--- config.mk ---
export PLATFORM = sky130hd
export DESIGN_NAME = utf8_to_utf16_transcoder_top
export DESIGN_NICKNAME = d
export VERILOG_FILES = /design/src/hw/rtl/utt_pkg.sv /design/src/hw/rtl/utt_decode.sv /design/src/hw/rtl/utt_result_fifo.sv /design/src/hw/rtl/utf8_to_utf16_transcoder_top.sv
export SDC_FILE = /design/constraint.sdc
export NUM_CORES = 1
export LEC_CHECK = 0
export ABC_AREA = 1
export BUFFER_PORTS_ARGS = -buffer_cell sky130_fd_sc_hd__buf_2
export CAP_MARGIN = 0
export CORE_UTILIZATION = 35
export DETAILED_ROUTE_END_ITERATION = 12
export PLACE_DENSITY = 0.6
export SLEW_MARGIN = 20
export SYNTH_ARGS = -nofsm -noshare
export SYNTH_HDL_FRONTEND = slang
export SYNTH_SLANG_ARGS = --single-unit
--- constraint.sdc ---
create_clock -name clock -period 14.26 [get_ports clock]
set_input_delay 2.139 -clock clock [delete_from_list [all_inputs] [get_ports clock]]
set_output_delay 2.139 -clock clock [all_outputs]
set_load 0.05 [all_outputs]
--- src/hw/rtl/utt_pkg.sv ---
// Shared types and constants for the UTF-8 to UTF-16 transcoder.
`default_nettype none

package utt_pkg;

   // Result kinds on the response channel
   typedef enum logic [1:0] {
      KIND_UNIT  = 2'd0,
      KIND_DONE  = 2'd1,
      KIND_ERROR = 2'd2
   } kind_type;

   // One result item
   typedef struct packed {
      logic [15:0] code_unit;
      kind_type    kind;
      logic [15:0] units_written;
      logic        last;
   } result_type;

   // Most results one input byte can cause (surrogate pair plus status)
   localparam int MAX_RESULTS = 3;

   // Result queue geometry
   localparam int QUEUE_DEPTH = 8;
   localparam int QUEUE_AW    = $clog2(QUEUE_DEPTH);

   // Capacity after reset
   localparam logic [15:0] CAPACITY_RESET = 16'd4096;

   // Code point and surrogate constants
   localparam logic [21:0] SUPPLEMENTARY_BASE = 22'h010000;
   localparam logic [15:0] HIGH_SURROGATE     = 16'hD800;
   localparam logic [15:0] LOW_SURROGATE      = 16'hDC00;

endpackage

`default_nettype wire

--- src/hw/rtl/utt_decode.sv ---
// Per-byte UTF-8 decoder with string state; produces up to three results per byte.
`default_nettype none

module utt_decode (
   input  wire logic                clock,
   input  wire logic                reset,
   input  wire logic                accept,
   input  wire logic [7:0]          in_byte,
   input  wire logic                end_of_input,
   input  wire logic [15:0]         capacity,
   output logic [1:0]               push_count,
   output utt_pkg::result_type      push_data [utt_pkg::MAX_RESULTS]
);

   logic [1:0]  bytes_pending_ff, bytes_pending_in;
   logic [21:0] code_accumulator_ff, code_accumulator_in;
   logic [15:0] unit_count_ff, unit_count_in;
   logic        discarding_ff, discarding_in;

   utt_pkg::result_type res [utt_pkg::MAX_RESULTS];
   logic [1:0]          res_n;

   // Decode one byte against the current string state
   always_comb begin
      logic        err;
      logic        done;
      logic [21:0] cp;
      logic [21:0] addend;
      logic [1:0]  pend_dec;
      logic [16:0] need_sum;
      logic [21:0] v;
      logic        need_two;

      err      = 1'b0;
      done     = 1'b0;
      cp       = '0;
      addend   = '0;
      pend_dec = 2'd0;
      need_sum = '0;
      v        = '0;
      need_two = 1'b0;

      bytes_pending_in    = bytes_pending_ff;
      code_accumulator_in = code_accumulator_ff;
      unit_count_in       = unit_count_ff;
      discarding_in       = discarding_ff;
      res_n               = 2'd0;
      for (int i = 0; i < utt_pkg::MAX_RESULTS; i++) begin
         res[i] = '{code_unit: 16'd0, kind: utt_pkg::KIND_UNIT,
                    units_written: 16'd0, last: 1'b0};
      end

      if (discarding_ff) begin
         // Drop bytes until the end of the string
         if (end_of_input) begin
            bytes_pending_in    = 2'd0;
            code_accumulator_in = '0;
            unit_count_in       = '0;
            discarding_in       = 1'b0;
         end
      end else begin
         // Classify the byte
         if (bytes_pending_ff == 2'd0) begin
            if (!in_byte[7]) begin
               cp   = {14'd0, in_byte};
               done = 1'b1;
            end else if (!in_byte[6]) begin
               err = 1'b1;
            end else if (!in_byte[5]) begin
               code_accumulator_in = {11'd0, in_byte[4:0], 6'd0};
               bytes_pending_in    = 2'd1;
            end else if (!in_byte[4]) begin
               code_accumulator_in = {6'd0, in_byte[3:0], 12'd0};
               bytes_pending_in    = 2'd2;
            end else begin
               code_accumulator_in = {in_byte[3:0], 18'd0};
               bytes_pending_in    = 2'd3;
            end
         end else if (in_byte[7:6] == 2'b10) begin
            pend_dec = bytes_pending_ff - 2'd1;
            case (pend_dec)
               2'd0:    addend = {16'd0, in_byte[5:0]};
               2'd1:    addend = {10'd0, in_byte[5:0], 6'd0};
               2'd2:    addend = {4'd0, in_byte[5:0], 12'd0};
               default: addend = {in_byte[3:0], 18'd0};
            endcase
            bytes_pending_in    = pend_dec;
            code_accumulator_in = code_accumulator_ff + addend;
            if (pend_dec == 2'd0) begin
               cp                  = code_accumulator_in;
               code_accumulator_in = '0;
               done                = 1'b1;
            end
         end else begin
            err = 1'b1;
         end

         // Emit one unit or a surrogate pair, within capacity
         if (!err && done) begin
            need_two = (cp >= utt_pkg::SUPPLEMENTARY_BASE);
            need_sum = {1'b0, unit_count_ff} + (need_two ? 17'd2 : 17'd1);
            if (need_sum > {1'b0, capacity}) begin
               err = 1'b1;
            end else if (!need_two) begin
               unit_count_in = unit_count_ff + 16'd1;
               res[0] = '{code_unit: cp[15:0], kind: utt_pkg::KIND_UNIT,
                          units_written: unit_count_in, last: 1'b0};
               res_n = 2'd1;
            end else begin
               v = cp - utt_pkg::SUPPLEMENTARY_BASE;
               unit_count_in = unit_count_ff + 16'd2;
               res[0] = '{code_unit: utt_pkg::HIGH_SURROGATE + {6'd0, v[19:10]},
                          kind: utt_pkg::KIND_UNIT,
                          units_written: unit_count_ff + 16'd1, last: 1'b0};
               res[1] = '{code_unit: utt_pkg::LOW_SURROGATE + {6'd0, v[9:0]},
                          kind: utt_pkg::KIND_UNIT,
                          units_written: unit_count_in, last: 1'b0};
               res_n = 2'd2;
            end
         end

         // A sequence cut short by the end of the string
         if (!err && end_of_input && bytes_pending_in != 2'd0) begin
            err = 1'b1;
         end

         // Append the status result and settle string state
         if (err) begin
            res[res_n] = '{code_unit: 16'd0, kind: utt_pkg::KIND_ERROR,
                           units_written: unit_count_in, last: 1'b0};
            res_n = res_n + 2'd1;
            bytes_pending_in    = 2'd0;
            code_accumulator_in = '0;
            if (end_of_input) begin
               unit_count_in = '0;
               discarding_in = 1'b0;
            end else begin
               discarding_in = 1'b1;
            end
         end else if (end_of_input) begin
            res[res_n] = '{code_unit: 16'd0, kind: utt_pkg::KIND_DONE,
                           units_written: unit_count_in, last: 1'b0};
            res_n = res_n + 2'd1;
            bytes_pending_in    = 2'd0;
            code_accumulator_in = '0;
            unit_count_in       = '0;
            discarding_in       = 1'b0;
         end
      end

      // Mark the final result of this byte
      for (int i = 0; i < utt_pkg::MAX_RESULTS; i++) begin
         res[i].last = (2'(i + 1) == res_n);
      end
   end

   // Advance string state on an accepted item
   always_ff @(posedge clock) begin
      if (reset) begin
         bytes_pending_ff    <= 2'd0;
         code_accumulator_ff <= '0;
         unit_count_ff       <= '0;
         discarding_ff       <= 1'b0;
      end else if (accept) begin
         bytes_pending_ff    <= bytes_pending_in;
         code_accumulator_ff <= code_accumulator_in;
         unit_count_ff       <= unit_count_in;
         discarding_ff       <= discarding_in;
      end
   end

   assign push_count = accept ? res_n : 2'd0;
   assign push_data  = res;

endmodule

`default_nettype wire

--- src/hw/rtl/utt_result_fifo.sv ---
// Result queue: takes up to three items per cycle, hands out one per cycle when popped.
`default_nettype none

module utt_result_fifo (
   input  wire logic                clock,
   input  wire logic                reset,
   input  wire logic [1:0]          push_count,
   input  wire utt_pkg::result_type push_data [utt_pkg::MAX_RESULTS],
   input  wire logic                pop,
   output logic                     not_empty,
   output logic                     room,
   output utt_pkg::result_type      head
);

   localparam int AW = utt_pkg::QUEUE_AW;

   utt_pkg::result_type entry_ff [utt_pkg::QUEUE_DEPTH];
   logic [AW-1:0]       wr_ptr_ff, wr_ptr_in;
   logic [AW-1:0]       rd_ptr_ff, rd_ptr_in;
   logic [AW:0]         count_ff, count_in;

   // Pointer and fill arithmetic
   always_comb begin
      wr_ptr_in = wr_ptr_ff + AW'(push_count);
      rd_ptr_in = rd_ptr_ff + AW'(pop);
      count_in  = count_ff + (AW+1)'(push_count) - (AW+1)'(pop);
   end

   // Hold control state
   always_ff @(posedge clock) begin
      if (reset) begin
         wr_ptr_ff <= '0;
         rd_ptr_ff <= '0;
         count_ff  <= '0;
      end else begin
         wr_ptr_ff <= wr_ptr_in;
         rd_ptr_ff <= rd_ptr_in;
         count_ff  <= count_in;
      end
   end

   // Write the new results into consecutive entries
   always_ff @(posedge clock) begin
      for (int i = 0; i < utt_pkg::MAX_RESULTS; i++) begin
         if (2'(i) < push_count) begin
            entry_ff[wr_ptr_ff + AW'(i)] <= push_data[i];
         end
      end
   end

   assign not_empty = (count_ff != '0);
   assign room      = (count_ff <= (AW+1)'(utt_pkg::QUEUE_DEPTH - utt_pkg::MAX_RESULTS));
   assign head      = entry_ff[rd_ptr_ff];

endmodule

`default_nettype wire

--- src/hw/rtl/utf8_to_utf16_transcoder_top.sv ---
// Top level of the UTF-8 to UTF-16 transcoder.
//
// Takes one UTF-8 byte per cycle while req_stall is low and decodes it in a
// single pass against the string state, producing UTF-16 units (a surrogate
// pair for code points at 0x10000 and above), a success item after the marked
// last byte, or an error item; after an error the rest of the string is
// dropped. Results pass through an 8-entry queue, so a byte is taken every
// cycle as long as the queue has room for three results; the output side
// drains one item per cycle while rsp_stall is low, so sustained input rate
// falls only when bytes keep causing several results. Output capacity is
// written through the csr port; the user must write it only while the block
// is idle, which the block itself does not enforce. It resets to 4096.
`default_nettype none

module utf8_to_utf16_transcoder_top (
   input  wire logic        clock,
   input  wire logic        reset,
   input  wire logic        req_valid,
   output logic             req_stall,
   input  wire logic [7:0]  req_in_byte,
   input  wire logic        req_end_of_input,
   output logic             rsp_valid,
   input  wire logic        rsp_stall,
   output logic [15:0]      rsp_code_unit,
   output logic [1:0]       rsp_kind,
   output logic [15:0]      rsp_units_written,
   output logic             rsp_last,
   input  wire logic        csr_wr_en,
   input  wire logic [15:0] csr_wr_data
);

   logic [15:0]         capacity_ff;
   logic                accept;
   logic                pop;
   logic                room;
   logic [1:0]          push_count;
   utt_pkg::result_type push_data [utt_pkg::MAX_RESULTS];
   utt_pkg::result_type head;

   // Hold the capacity register
   always_ff @(posedge clock) begin
      if (reset) begin
         capacity_ff <= utt_pkg::CAPACITY_RESET;
      end else if (csr_wr_en) begin
         capacity_ff <= csr_wr_data;
      end
   end

   assign req_stall = !room;
   assign accept    = req_valid && room;
   assign pop       = rsp_valid && !rsp_stall;

   utt_decode u_decode (
      .clock        (clock),
      .reset        (reset),
      .accept       (accept),
      .in_byte      (req_in_byte),
      .end_of_input (req_end_of_input),
      .capacity     (capacity_ff),
      .push_count   (push_count),
      .push_data    (push_data)
   );

   utt_result_fifo u_fifo (
      .clock      (clock),
      .reset      (reset),
      .push_count (push_count),
      .push_data  (push_data),
      .pop        (pop),
      .not_empty  (rsp_valid),
      .room       (room),
      .head       (head)
   );

   // Drive the result item from the queue head
   assign rsp_code_unit     = head.code_unit;
   assign rsp_kind          = 2'(head.kind);
   assign rsp_units_written = head.units_written;
   assign rsp_last          = head.last;

endmodule

`default_nettype wire
Word level (Yosys, flattened, before mapping)
Memory sizes are Yosys's and may differ from the RTL's. A register that Yosys moved wholly into a read port is not among the register bits.
Index checks and enable logic that the tools add are counted.
W data, S select, Z words.
{"block": "totals", "ff_bits": 67, "ramBits": 280, "inputBits": 30, "elab_cells": 143, "mem_count": 1, "output_inout_bits": 37}
{"block": "classes", "n_lt_le_gt_ge": 8, "n_eq_ne": 9, "n_reduce_logical": 17, "n_mux": 84, "add_sub_neg": 15, "n_bitwise": 1}
{"name": "u_fifo.entry_ff", "words": 8, "word_bits": 35, "rd": 1, "rd_ports_with_merged_regs": 1, "write_ports": 3, "line": "utt_result_fifo.sv:17", "source": "utt_pkg::result_type entry_ff [utt_pkg::QUEUE_DEPTH];"}
{"op": "$mux W22", "count": 18}
{"op": "$mux W105", "count": 3}
{"op": "$bwmux W105", "count": 2}
{"op": "$mux W70", "count": 3}
{"op": "$mux W16", "count": 7}
{"op": "$mux W35", "count": 3}
{"op": "$demux W35 S2", "count": 1}
{"op": "$pmux W22 S3", "count": 1}
{"op": "$mux W2", "count": 19}
{"op": "$add A15 B11 Y16 const A", "count": 2}
{"op": "$mux W1", "count": 25}
{"op": "$add A22 B22 Y22", "count": 1}
{"op": "$ge A22 B17 Y1 const B", "count": 1}
{"op": "$sub A20 B17 Y20 const B", "count": 1}
{"op": "$add A16 B17 Y17", "count": 1}
{"op": "$gt A17 B16 Y1", "count": 1}
{"op": "$add A16 B1 Y16 const B", "count": 1}
{"op": "$add A16 B2 Y16 const B", "count": 1}
{"op": "$ne A4 B4 Y1 const B", "count": 2}
{"op": "$reduce_bool A4 Y1", "count": 2}
{"op": "$mux W7", "count": 1}
{"op": "$logic_and A1 B1 Y1", "count": 6}
{"op": "$reduce_and A5 Y1", "count": 1}
{"op": "$add A4 B2 Y4", "count": 1}
{"op": "23 further kinds", "count": 30}

Depth between registers and ports, before layout
{"block": "depth", "ltp_word": 29, "mapped_depth": 67, "depth_no_buf": 62}

Cells and area by module
Synthesis repeated with hierarchy kept, for this count alone.
{"block": "unflattened", "hier_cells": 4012, "area_unflattened_um2": 27169.8}
{"mod": "utt_result_fifo", "cells_each": 2654, "n_inst": 1, "area_per_inst_um2": 19414.9, "seq_area_each_um2": 8608.3}
{"mod": "utt_decode", "cells_each": 1253, "n_inst": 1, "area_per_inst_um2": 7068.0, "seq_area_each_um2": 820.8}
{"mod": "utf8_to_utf16_transcoder_top", "cells_each": 105, "n_inst": 1, "area_per_inst_um2": 686.9, "seq_area_each_um2": 320.3}

Least setup slack after synthesis
Ideal clock, no wire load.
{"block": "synth_path", "path_type": "input -> register", "startpoint": "in req_in_byte[2]", "endpoint": "mem u_fifo.entry_ff[4][0] (netlist name) (enable)", "arrival_ns": 9.839, "slack_ns": 4.023, "path_buffers": 4, "stages": 53, "setup_time_ns": 0.398, "required_time_ns": 13.862, "path_cell_list": "inv_1 nor3_1 ha_1 nand2_1 inv_1 a21oi_1 nor2_1 nor2_1 nand2_1 a21oi_1 xnor2_1 nand2_1 ha_1 o211ai_1 nor2_1 nand2_1 nor2_1 nand2_1 (+17 left out) nor3_1 o21ai_0 nand2_1 nand2_1 nand2_1 nand2_1 nand2_1 nor2_1 buf_2 nand2_4 clkinv_1 ha_1 a21oi_1 nand3_4 nor2_8 nand2_2 clkbuf_1 nand3_1"}
{"item": "start, declared", "line": "utf8_to_utf16_transcoder_top.sv:20", "source": "input wire logic [7:0] req_in_byte,"}
{"item": "end, declared", "line": "utt_result_fifo.sv:17"}

==> results.json <==
{
  "hold_class": "reg2reg",
  "dpl_cell_area_mm2": 0.0243,
  "gp_congestion": 0.966,
  "fin_nets": 3275,
  "drt_wl_total_mm": 88.4,
  "cts_tree": "yes",
  "fin_ws_ns": 2.18,
  "worst_pin_slew_ns": 1.16,
  "setup_tns_ns": 0,
  "first_iter_violations": 3330,
  "netlist_area_mm2": 0.0233,
  "synthDistinctLibCells": 50,
  "cp_slowest_cell": "nand2_2",
  "finalCritPeriodShare_pct": 84.7,
  "overflow": 0,
  "clk_latency_ns": 0.60,
  "fin_area_mm2": 0.0257,
  "hold_viol_final": 0,
  "post_cts_resized": 0,
  "synth_warnings": 0,
  "vias_per_cell": 5.67,
  "drt_pass1_iterations": 7,
  "outcome": "complete, no violations",
  "synth_seq_cells": 347,
  "area_growth_pct": 10.5,
  "clockBufferDepth": 3,
  "place_inst": 3996,
  "drc": 0,
  "dieArea_mm2": 0.0675,
  "ys_async_sr_fraction_pct": 0,
  "cts_setup_buffers": 0,
  "synth_top_cell_area_share_pct": 36.1,
  "drv_cap": 0,
  "rows": 94,
  "endpoint_kind": "flip-flop",
  "drive_above_1_share_pct": 7.42,
  "cts_sinks": 347,
  "p_leak_nw": 11.1,
  "htree_num_levels": 2,
  "max_slew_margin_pct": 22.4,
  "post-dp-hpwl_mm": 56.1,
  "grtUsageTotal_pct": 25.8,
  "clkTransAtPathRegs_ns": 0.06,
  "synth.most_common_cell": "nand2_1",
  "seq_area_frac_synth_pct": 41.9,
  "hold_buffers": 0,
  "grt_pass1_vias": 21414,
  "criticalPathCategory": "in2reg",
  "ir_drop_mv": 0.0941,
  "dp_slack_ns": 1.76,
  "worst_path_most_repeated_cell": "nand2_1",
  "port_buffers": 66,
  "netlist_instances": 3198,
  "synth_fp_nets": 3297,
  "worstSetupStartpointType": "input pin",
  "maxClockFrequency_ghz": 0.0828,
  "synth_edf_count": 280,
  "start_util_pct": 35.4,
  "rsz0062_at_grt": "false",
  "finalNonFillerCells": 4073,
  "syn_area_per_cell_um2": 7.28,
  "wire_per_inst_um": 21.7,
  "grt_max_degree": 97,
  "yosys_most_used_dff": "edfxtp_1",
  "cp.required_ns": 14.62,
  "io_pins": 67,
  "grt_pass1_wl_mm": 133,
  "vias": 23092,
  "post-route-util_pct": 39.1,
  "synth_area_leaders": "edfxtp_1 (36%), nand2_1 (12%), nor2_1 (8.6%)",
  "slowest_delay_ns": 0.60,
  "fin_skew_ns": 0.0305,
  "antenna_found_initial": 1,
  "antenna_left": 0,
  "die_y_um": 260,
  "setup_violations": 0,
  "worst_ep_arrival_time_ns": 12.44,
  "cts_buffers": 42,
  "yosys-top-cells-count": "nand2_1 (718), nor2_1 (533), nand3_1 (384)",
  "cts_root_buf": "clkbuf_16",
  "core_area_mm2": 0.0657,
  "n_fill_cell": 6823,
  "yosys.area.top_type": "edfxtp_1",
  "path_max_fanout": 35,
  "die_w_um": 260,
  "period_minus_slack_ns": 12.08,
  "diodes": 0,
  "drv_slew": 0,
  "power_density_mw_per_mm2": 151
}
[power by group]
part,total (mW),switching [mW],internal [mW]
clock,1.10,0.467,0.636
sequential,1.29,0.0421,1.24
combinational,1.50,1.15,0.348
total,3.89,1.66,2.23
[metal layers]
metal  GRT usage, %  up-vias  share of wire (%)
met4           9.25        2                3.7
met5              0        -              0.011
li1               -    10795                  -
met3           5.29      231                 11
met1           36.0    10699                 42
met2           39.1     1365                 43
[worst max-delay path: cells and delay by family]
family          cells  cell delay (ns)
simple gates       33             5.40
buf+inv             9             1.68
compound gates      5             0.99
fa+ha+maj           6             1.88
xor+xnor            2             0.30
[per-stage QoR]
stage / total power, mW / hold slack, ns
finish: 3.89 / 0.469
global route: 4.06 / 0.499
CTS: 3.88 / 0.475
detailed placement: 2.78 / 0.465
global placement: 2.77 / 0.456
floorplan: 2.32 / 0.435
[cells in the final DEF (no fill, tap or decap), types with 5 or more instances in the layout]
master	instances
nor3_1	31
xnor2_1	9
nor2_2	5
nor2_4	5
nand2_1	715
edfxtp_1	280
buf_2	66
clkinv_1	10
clkbuf_16	42
nor3_2	7
inv_1	257
a22oi_1	5
nand4_1	22
clkbuf_1	8
ha_1	65
o21ai_1	12
nand3_1	379
o211ai_1	20
nand3_2	10
dfxtp_1	65
nand2_2	17
inv_2	6
o21ai_0	228
nor2_1	533
a21oi_1	99
clkinv_2	10
o22ai_1	121
buf_4	42
a31oi_1	41
nand3b_1	10
xor2_1	35
[area by class of cell]
cell class              instances  area, µm²  share of cell area, %
repair buffers                109        666                   2.59
flip-flops and latches        347       9750                   37.9
inverters                     270       1020                   3.95
clock buffers                  53       1120                   4.36
multi-input cells            2406      11800                   45.9
clock inverters                24        274                   1.07
well taps                     864       1080                   4.20
[flip-flops by register name (all words and copies together), names as in the netlist]
name / count
u_fifo.entry_ff: 280
u_decode.bytes_pending_ff: 2
u_fifo.rd_ptr_ff: 3
capacity_ff: 16
u_fifo.wr_ptr_ff: 3
u_decode.code_accumulator_ff: 22
u_fifo.count_ff: 4
u_decode.discarding_ff: 1
u_decode.unit_count_ff: 16
[kinds of logic (layout without fill, tap and decap cells)]
group	Yosys count	in the layout	synth area share, %
xor gates and xnor gates	44	44	1.66
buffers and inverters	445	456	7.79
AOI/OAI and AO/OA	541	541	13.0
adders and majority gates	69	69	3.84
DFF	347	347	41.9
and+or+nand+nor	1752	1752	31.8
[path summary, 6_finish.rpt]
check | startpoint | end | slack, ns | cells after the start
worst max-delay path | req_in_byte[2] | u_fifo.entry_ff[2][34] | 2.18 | 55
worst min-delay path | capacity_ff[13] | capacity_ff[13] | 0.47 | 2
worst max register to register | u_decode.bytes_pending_ff[0] | u_fifo.entry_ff[2][34] | 2.79 | 55
worst min register to register | capacity_ff[13] | capacity_ff[13] | 0.47 | 2
Note: power is estimated with default switching activity, not from simulation.
